--- src/rtl/pba_pkg.sv ---
package pba_pkg;

  localparam int unsigned DATA_W  = 64;
  localparam int unsigned IDX_W   = 16;
  localparam int unsigned CFG_W   = 7;
  localparam int unsigned SB_W    = 6;
  localparam int unsigned POS_W   = 22;
  localparam int unsigned WORD_IX_W = POS_W - SB_W;

  localparam logic [CFG_W-1:0] WIDTH_RESET = 7'd8;
  localparam logic [CFG_W-1:0] WIDTH_MAX   = 7'd64;
  localparam logic [CFG_W-1:0] WIDTH_MIN   = 7'd1;

  localparam logic OP_READ  = 1'b0;
  localparam logic OP_WRITE = 1'b1;

  typedef struct packed {
    logic load_in;
    logic mul;
    logic chk;
    logic rd_en;
    logic sel_hi;
    logic cap_lo;
    logic cap_hi;
    logic wr_en;
    logic clr;
    logic res_ld;
  } cmd_t;

  typedef struct packed {
    logic err;
    logic straddle;
    logic is_write;
    logic out_full;
    logic clr_done;
  } sts_t;

endpackage

--- src/rtl/pba_ctrl.sv ---
module pba_ctrl (
  input  logic          clk,
  input  logic          rst_n,
  input  logic          in_tvalid,
  output logic          in_tready,
  input  pba_pkg::sts_t sts,
  output pba_pkg::cmd_t cmd
);

  typedef enum logic [3:0] {
    S_CLEAR,
    S_IDLE,
    S_MUL,
    S_CHK,
    S_RD0,
    S_RD1,
    S_MRG,
    S_WR0,
    S_WR1,
    S_DONE
  } state_t;

  state_t state_r;
  state_t state_nxt;

  always_ff @(posedge clk) begin
    if (!rst_n) begin
      state_r <= S_CLEAR;
    end else begin
      state_r <= state_nxt;
    end
  end

  always_comb begin
    state_nxt = state_r;
    cmd       = '0;
    in_tready = 1'b0;
    case (state_r)
      S_CLEAR: begin
        cmd.clr = 1'b1;
        if (sts.clr_done) begin
          state_nxt = S_IDLE;
        end
      end
      S_IDLE: begin
        in_tready   = 1'b1;
        cmd.load_in = in_tvalid;
        if (in_tvalid) begin
          state_nxt = S_MUL;
        end
      end
      S_MUL: begin
        cmd.mul   = 1'b1;
        state_nxt = S_CHK;
      end
      S_CHK: begin
        cmd.chk   = 1'b1;
        state_nxt = S_RD0;
      end
      S_RD0: begin
        cmd.rd_en = 1'b1;
        if (sts.err) begin
          state_nxt = S_DONE;
        end else if (sts.straddle) begin
          state_nxt = S_RD1;
        end else begin
          state_nxt = S_MRG;
        end
      end
      S_RD1: begin
        cmd.rd_en  = 1'b1;
        cmd.sel_hi = 1'b1;
        cmd.cap_lo = 1'b1;
        state_nxt  = S_MRG;
      end
      S_MRG: begin
        cmd.cap_lo = !sts.straddle;
        cmd.cap_hi = sts.straddle;
        state_nxt  = sts.is_write ? S_WR0 : S_DONE;
      end
      S_WR0: begin
        cmd.wr_en = 1'b1;
        state_nxt = sts.straddle ? S_WR1 : S_DONE;
      end
      S_WR1: begin
        cmd.wr_en  = 1'b1;
        cmd.sel_hi = 1'b1;
        state_nxt  = S_DONE;
      end
      S_DONE: begin
        if (!sts.out_full) begin
          cmd.res_ld = 1'b1;
          state_nxt  = S_IDLE;
        end
      end
      default: begin
        state_nxt = S_IDLE;
      end
    endcase
  end

endmodule

--- config.mk ---
export PLATFORM = sky130hd
export DESIGN_NAME = pba_ctrl
export DESIGN_NICKNAME = d
export VERILOG_FILES = /design/src/rtl/pba_pkg.sv /design/src/rtl/pba_ctrl.sv
export SDC_FILE = /design/constraint.sdc
export NUM_CORES = 1
export LEC_CHECK = 0
export BUFFER_PORTS_ARGS = -buffer_cell sky130_fd_sc_hd__buf_2
export CAP_MARGIN = 0
export CORE_AREA = 2 2 39 41
export CTS_BUF_LIST = sky130_fd_sc_hd__clkbuf_8
export DETAILED_ROUTE_END_ITERATION = 12
export DIE_AREA = 0 0 41 43
export GPL_ROUTABILITY_DRIVEN = 0
export HOLD_SLACK_MARGIN = 0.12
export PLACE_DENSITY = 0.66
export SYNTH_ARGS = -nofsm -noshare
export SYNTH_HDL_FRONTEND = slang
export SYNTH_SLANG_ARGS = --single-unit
--- constraint.sdc ---
create_clock -name clk -period 1.5 [get_ports clk]
set_input_delay 0 -clock clk [delete_from_list [all_inputs] [get_ports clk]]
set_output_delay 0 -clock clk [all_outputs]
set_load 0.05 [all_outputs]
==> results.tsv, run 1 <==
metric	value	unit
Final Hold Vio Count	0	
top area cells in the synthesized netlist	dfxtp_1 19%, nand2b_1 7.6%, a21oi_1 4.8%	
Die Ht	43	um
CTS max path bufs	2	
initial DRC count	7	
Vias	524	
first-pass GRT wire length	2130	um
DR WL/cell	13.4	um
Area after DPL	604	sq um
critical-path maximum fanout	17	
largest net degree at the start of global routing	18	
filler instances	133	
max reg flops	4	
asr flop ratio synth	0	%
Post-CTS Setup Inserts	0	
synth unique cells	31	
post-layout min period	1.44	ns
Worst Setup Start Kind	register	
vias in the first global route	524	
post-route ant nets	0	
Antenna Cells	0	
slowest stage cell on the critical path	or4_1	
Die W	41	um
crit-path cells	buf_12, or4_1, inv_2, buf_6	
Commonest cells post-synth	5 x nand2b_1, 4 x a21oi_1, 4 x clkbuf_1, 4 x dfxtp_1	
share of the synthesized area in the top cell type	19.4	%
detailed-route vias per instance	5.52	
CTS buffer count	3	
CP Data Arrival Time	1.44	ns
Hold Slack	0.124	ns
First-pass DRT Iterations	4	
DP HPWL	915	um
number of remaining DRC errors	0	
Cells after Synth	55	
Setup TNS Final	0	ns
top-count cell post-synth	nand2b_1	
initial antenna violation count	0	
multi-input logic area	347	sq um
Reg area	83.8	sq um
syn_area_per_cell	7.51	sq um
crit share post-route	96.2	%
Clk pin slew, worst setup/hold paths	0.03	ns
design area	692	sq um
Reg with most FFs	state_r	
post-route clock skew	0.00141	ns
Routed Wire Length	1270	um
worst reg2reg path depth	3	
# H-tree levels	1	
status	completed	
static leakage	0.000295	uW
Peak Freq	693	MHz
Tot GR Track Use	17.3	%
Seq/Total Area, Yosys	19.4	%
share of layout cells above drive strength 1	57.0	%
Worst VDD drop	0.332	mV
CTS tree	done	
Setup crit end kind	output port	
largest area contributor in the synthesized netlist	dfxtp_1	
WHS Path Cells	3	
io pins	19	
Worst EP required	1.50	ns
Worst-Margin Slew	0.249	ns
Ys Warns	0	
fin nets	89	
max_cap viols	0	
Yosys reg bits	4	
Root Buffer	clkbuf_8	
Total Die Area	0.00176	sq mm
Hold Path Class	in -> reg	
CP peak stage delay	0.54	ns
final setup fails	0	
GR Overflow Total	0	
number of synthesized flops with an enable pin	0	
Post-synth top flop	dfxtp_1	
Initial Util	29.8	%
port bufs	18	
Rows	14	
Slew Viols, Final	0	
critical path class	reg -> out	
Post-Syn Nets	63	
slew margin rel.	83.3	%
area grow syn2layout	67.6	%
RSZ-0062 raised after global routing	no	
clk sinks	4	
largest registers	state_r: 4 flops	
pre-CTS setup slack	0.105	ns
synthesized cell area	413	sq um
latest clock arrival within the worst-skew pair	0.21	ns
Core ar.	0.00138	sq mm
Power per Cell Area	703	mW/mm^2
Setup WS post-layout	0.0564	ns
per-layer routing:
layer | global-route usage [%] | wire [um]
met3 | 3.14 | 58
met1 | 21.8 | 543
met2 | 27.8 | 668
met4 | 6.00 | 0
met5 | 0 | 0
cell type report:
| cell class | instances | area share, % |
|---|---|---|
| inverters | 3 | 1.63 |
| clock buffers | 3 | 5.97 |
| multi-input cells | 43 | 50.1 |
| well taps | 16 | 2.89 |
| flip-flops and latches | 4 | 12.1 |
| repair buffers | 26 | 27.3 |
report_power, final:
group / leakage, uW / switching (uW) / total, uW / internal (uW)
combinational: 0.000240 / 82.9 / 140 / 56.9
clock: 0.0000216 / 52.1 / 223 / 171
sequential: 0.0000338 / 11.5 / 124 / 112
layout by cell type, fill, tap and decap left out, drive strengths merged, types with 2 or more instances in the layout:
master and instances:
o21ai 2, clkbuf 4, inv 3, nand2b 5, nor4 2, nand4b 2
o21a 2, buf 24, dfxtp 4, nor2 3, nor3 3, a21oi 4
a211oi 2
kinds of logic (layout without fill, tap and decap cells):
group | Yosys count | count (layout) | synth area share, %
AOI/OAI and AO/OA | 16 | 16 | 27.6
xor gates and xnor gates | 1 | 1 | 2.12
buffers and inverters | 8 | 32 | 9.09
DFF | 4 | 4 | 19.4
muxes | 1 | 1 | 2.73
and+or+nand+nor | 25 | 25 | 39.1
through the flow:
step	power (uW)	utilization, %	std cells
4_1_cts	480	48.5	95
3_5_place_dp	252	43.7	91
6_report	487	50.0	95
2_1_floorplan	209	-	55
5_1_grt	509	50.0	95
3_3_place_gp	251	43.7	91
timing repair:
action | CTS | global route
resized for setup | 6 | 9
hold endpoints to repair | 4 | 0
endpoints found under the setup margin | 7 | 8
pin swaps | 0 | 1
hold buffers | 1 | 0
cloned | 0 | 0
final timing paths:
path                            from                 endpoint  slack [ns]
max          state_r[1]$_SDFFE_PN0P_                   cmd[1]        0.06
min                           sts[0]  state_r[0]$_SDFFE_PN0P_        0.12
max reg2reg  state_r[1]$_SDFFE_PN0P_  state_r[1]$_SDFFE_PN0P_        0.07
min reg2reg  state_r[0]$_SDFFE_PN0P_  state_r[2]$_SDFFE_PN0P_        0.55
worst max-delay path, delay by kind of cell, from the launching register on:
kind,cells,cell delay (ns)
flip-flops,1,0.32
AND/OR/NAND/NOR,1,0.54
buffers and inverters,3,0.37
Power figures use the tool's default switching activity.
==> run 2, diff against run 1 <==
- CORE_AREA: 2 2 39 41 -> 5 5 42 44
- DIE_AREA: 0 0 41 43 -> 0 0 47 49
==> results.tsv, run 2 (synthesis results as in run 1) <==
metric	value	unit
status	completed	
Core ar.	0.00140	sq mm
slew margin rel.	77.6	%
reg-to-reg startpoint	state_r[1]$_SDFFE_PN0P_	
Internal	347	uW
DR WL/cell	13.6	um
first-pass GRT wire length	2190	um
Die Ht	49	um
port bufs	18	
clk sinks	4	
static leakage	0.000320	uW
critical-path maximum fanout	6	
combinational power share	29.8	%
Setup crit end kind	output port	
Non-Filler Instances	100	
WHS Path Cells	3	
max_cap viols	0	
switching power	158	uW
largest net degree at the start of global routing	12	
Vias	530	
Worst-Margin Slew	0.335	ns
critical path class	reg -> out	
Pwr Total	505	uW
Slew Viols, Final	0	
initial DRC count	3	
Power per Cell Area	674	mW/mm^2
area grow syn2layout	81.5	%
First-pass DRT Iterations	4	
CTS tree	done	
RSZ-0062 raised after global routing	yes	
most common cell after layout, fill and taps aside	buf_4	
Placed Cells	95	
crit path from	state_r[2]$_SDFFE_PN0P_	
io pins	19	
latest clock arrival within the worst-skew pair	0.22	ns
post-layout min period	1.46	ns
Worst EP required	1.50	ns
initial antenna violation count	0	
Antenna Cells	0	
Post-CTS Setup Inserts	0	
Root Buffer	clkbuf_8	
Worst VDD drop	0.272	mV
multi-input logic area	360	sq um
post-route clock skew	0.00781	ns
CTS buffer count	3	
Reg area	88.8	sq um
share of layout cells above drive strength 1	60.7	%
Final Hold Vio Count	0	
Rows	14	
final setup fails	0	
Die W	47	um
Worst Setup Start Kind	register	
Hold Path Class	in -> reg	
Clk network pwr share	46.4	%
crit share post-route	97.4	%
pre-CTS setup slack	0.0730	ns
GR Overflow Total	0	
number of remaining DRC errors	0	
vias in the first global route	508	
worst reg2reg path depth	3	
Routed Wire Length	1360	um
# H-tree levels	1	
post-layout util	53.5	%
Tot GR Track Use	13.2	%
largest registers	state_r: 4 flops	
Total Die Area	0.00230	sq mm
filler instances	137	
Initial Util	29.5	%
Sw Share	31.3	%
CP Data Arrival Time	1.46	ns
sequential power share	23.8	%
Peak Freq	685	MHz
Clk pin slew, worst setup/hold paths	0.04	ns
fin nets	94	
max reg flops	4	
DP HPWL	959	um
detailed-route vias per instance	5.30	
Setup WS post-layout	0.0397	ns
HP Start	sts[3]	
post-route ant nets	0	
most frequent cells in the layout	13 x buf_4, 10 x buf_2, 4 x buf_6	
CTS max path bufs	2	
Reg with most FFs	state_r	
run 2: cell count changes in the layout (fill, tap and decap cells not counted), moves of 2 or more:
| cell | change |
|---|---|
| buf_4 | +6 |
| buf_2 | -3 |
| dfxtp_4 | +2 |
| dfxtp_2 | -2 |
| nand2b_1 | -2 |
run 2: critical path: stages (launching register included):
cell and delay, ns:
dfxtp_4 0.36, buf_4 0.16, or4_4 0.48, inv_1 0.08
buf_6 0.15
run 2: final timing paths:
| path | to | slack, ns |
|---|---|---|
| worst max-delay path | cmd[1] | 0.04 |
| worst min-delay path | state_r[0]$_SDFFE_PN0P_ | 0.15 |
| worst max register to register | state_r[1]$_SDFFE_PN0P_ | 0.07 |
| worst min register to register | state_r[0]$_SDFFE_PN0P_ | 0.57 |
run 2: through the flow:
step                      instance area [sq um]  hold WS, ns  setup TNS (ns)
after floorplan                             455        0.102          -0.225
after global placement                      622        0.282               0
after detailed placement                    622        0.285               0
after CTS                                   706        0.146               0
after global routing                        749        0.174         -0.0285
final                                       749        0.147               0
run 2: layer usage:
metal	track usage, %	vias to the layer above	wire [um]
li1	-	267	-
met3	2.95	3	101
met5	0	-	0
met4	8.29	0	22
met1	15.4	240	528
met2	20.6	20	706
run 2: repair_timing:
| item | CTS | global route |
|---|---|---|
| endpoints found under the hold margin | 4 | 0 |
| pin swaps | 0 | 1 |
| resized for setup | 10 | 13 |
| setup endpoints to repair | 7 | 8 |
| hold buffers | 2 | 0 |
run 2: cell type report:
| type | count | share of cell area, % |
|---|---|---|
| tap | 16 | 2.67 |
| timing repair buffer | 31 | 30.4 |
| clock buffer | 3 | 5.51 |
| inverter | 3 | 1.50 |
| multi-input combinational | 43 | 48.1 |
| sequential | 4 | 11.9 |
run 2: power groups by stage:
stage          Clock, uW  Sequential, uW  Combinational [uW]
2_1_floorplan          0             116                92.7
3_3_place_gp           0             124                 132
3_5_place_dp           0             123                 132
4_1_cts              236             122                 144
5_1_grt              253             122                 158
6_report             234             120                 150
==> run 3, diff against run 2 <==
- PLACE_DENSITY: 0.66 -> 0.67
==> results.tsv, run 3 (synthesis results as in run 1) <==
metric	value	unit
WHS Path Cells	3	
Hold Path Class	in -> reg	
CP Data Arrival Time	1.44	ns
Total Die Area	0.00230	sq mm
Worst R2R Setup Slack	0.09	ns
slew margin rel.	83.4	%
Pwr Total	484	uW
reg-to-reg startpoint	state_r[1]$_SDFFE_PN0P_	
most common cell after layout, fill and taps aside	buf_2	
area grow syn2layout	67.9	%
io pins	19	
latest clock arrival within the worst-skew pair	0.21	ns
worst reg2reg path depth	3	
Power per Cell Area	699	mW/mm^2
post-layout min period	1.44	ns
vias in the first global route	524	
share of layout cells above drive strength 1	58.0	%
Reg area	87.6	sq um
# H-tree levels	1	
filler instances	145	
first-pass GRT wire length	2200	um
CTS max path bufs	2	
Reg with most FFs	state_r	
Final Hold Vio Count	0	
Worst-Margin Slew	0.248	ns
Worst EP required	1.50	ns
Die Ht	49	um
status	completed	
Tot GR Track Use	12.5	%
Worst VDD drop	0.278	mV
HP Start	sts[0]	
post-route clock skew	0.00175	ns
crit share post-route	95.8	%
Worst Hold End	state_r[0]$_SDFFE_PN0P_	
Antenna Cells	0	
Setup crit end kind	output port	
post-layout util	49.5	%
critical-path maximum fanout	6	
Clk pin slew, worst setup/hold paths	0.03	ns
Root Buffer	clkbuf_8	
critical path class	reg -> out	
Routed Wire Length	1280	um
Initial Util	29.5	%
final setup fails	0	
Rows	14	
initial antenna violation count	0	
clk sinks	4	
post-route ant nets	0	
Worst Setup Start Kind	register	
initial DRC count	3	
multi-input logic area	347	sq um
DR WL/cell	13.2	um
Slew Viols, Final	0	
max_cap viols	0	
fin nets	91	
max reg flops	4	
Peak Freq	696	MHz
Vias	542	
FF-to-FF End	state_r[1]$_SDFFE_PN0P_	
largest registers	state_r: 4 flops	
RSZ-0062 raised after global routing	yes	
Die W	47	um
static leakage	0.000303	uW
most frequent cells in the layout	12 x buf_2, 11 x buf_4, 5 x nand2b_1	
Setup TNS Final	0	ns
detailed-route vias per instance	5.59	
CTS buffer count	3	
largest net degree at the start of global routing	14	
First-pass DRT Iterations	4	
GR Overflow Total	0	
Core ar.	0.00140	sq mm
number of remaining DRC errors	0	
port bufs	18	
DP HPWL	957	um
CTS tree	done	
[run 3: changes by cell type in the layout (fill, tap and decap cells not counted)]
cell,change
a21oi_1,+1
a21oi_2,-1
buf_2,+2
buf_4,-2
buf_6,-3
clkbuf_4,+1
dfxtp_1,-1
dfxtp_2,+2
dfxtp_4,-1
dlygate4sd3_1,-1
nand2b_1,+2
nand2b_2,-1
nand2b_4,-1
[run 3: where the power goes]
part | internal, uW | total, uW | switching, uW
sequential | 111 | 124 | 12.9
clock | 171 | 221 | 50.9
combinational | 58.7 | 139 | 80.5
total | 340 | 484 | 144
[run 3: layout make-up]
class	instances	area share, %
clock buffers	3	5.96
repair buffers	28	26.9
flip-flops and latches	4	12.6
multi-input cells	43	50.0
inverters	3	1.62
well taps	16	2.89
[run 3: critical path, cell delays in order (launching register included)]
cell     delay, ns
dfxtp_2       0.33
buf_4         0.15
or4_4         0.51
inv_1         0.08
buf_6         0.15
[run 3: how the worst max path moves through the flow]
stage,startpoint,endpoint,cells after the start
2_1_floorplan,state_r[0]$_SDFFE_PN0P_,cmd[4],3
3_3_place_gp,state_r[2]$_SDFFE_PN0P_,state_r[1]$_SDFFE_PN0P_,3
3_5_place_dp,state_r[2]$_SDFFE_PN0P_,state_r[1]$_SDFFE_PN0P_,3
4_1_cts,state_r[1]$_SDFFE_PN0P_,cmd[1],4
5_1_grt,state_r[2]$_SDFFE_PN0P_,cmd[5],5
6_report,state_r[1]$_SDFFE_PN0P_,cmd[1],4
[run 3: repair_timing]
item                                    in CTS  in global routing
endpoints found under the setup margin       8                  7
endpoints found under the hold margin        4                  0
gates resized for setup                      6                  8
buffers inserted                             0                  0
hold buffers                                 1                  0
[run 3: routing by layer]
layer  global-route usage [%]  part of all wire (%)  vias to the layer above  routed length (um)
met1                     17.1                    42                      259                 536
met3                     1.48                   5.6                        0                  72
li1                         -                     -                      262                   -
met5                        0                     0                        -                   0
met2                     17.6                    52                       21                 667
met4                     7.83                     0                        0                   0
[run 3: stage by stage]
step / cell area [sq um] / hold WS, ns / setup slack [ns] / instances
5_1_grt: 693 / 0.154 / -0.0233 / 97
6_report: 693 / 0.126 / 0.0630 / 97
3_5_place_dp: 607 / 0.281 / 0.0179 / 93
3_3_place_gp: 607 / 0.285 / 0.0774 / 93
4_1_cts: 673 / 0.121 / 0.00310 / 97
2_1_floorplan: 455 / 0.102 / -0.189 / 55
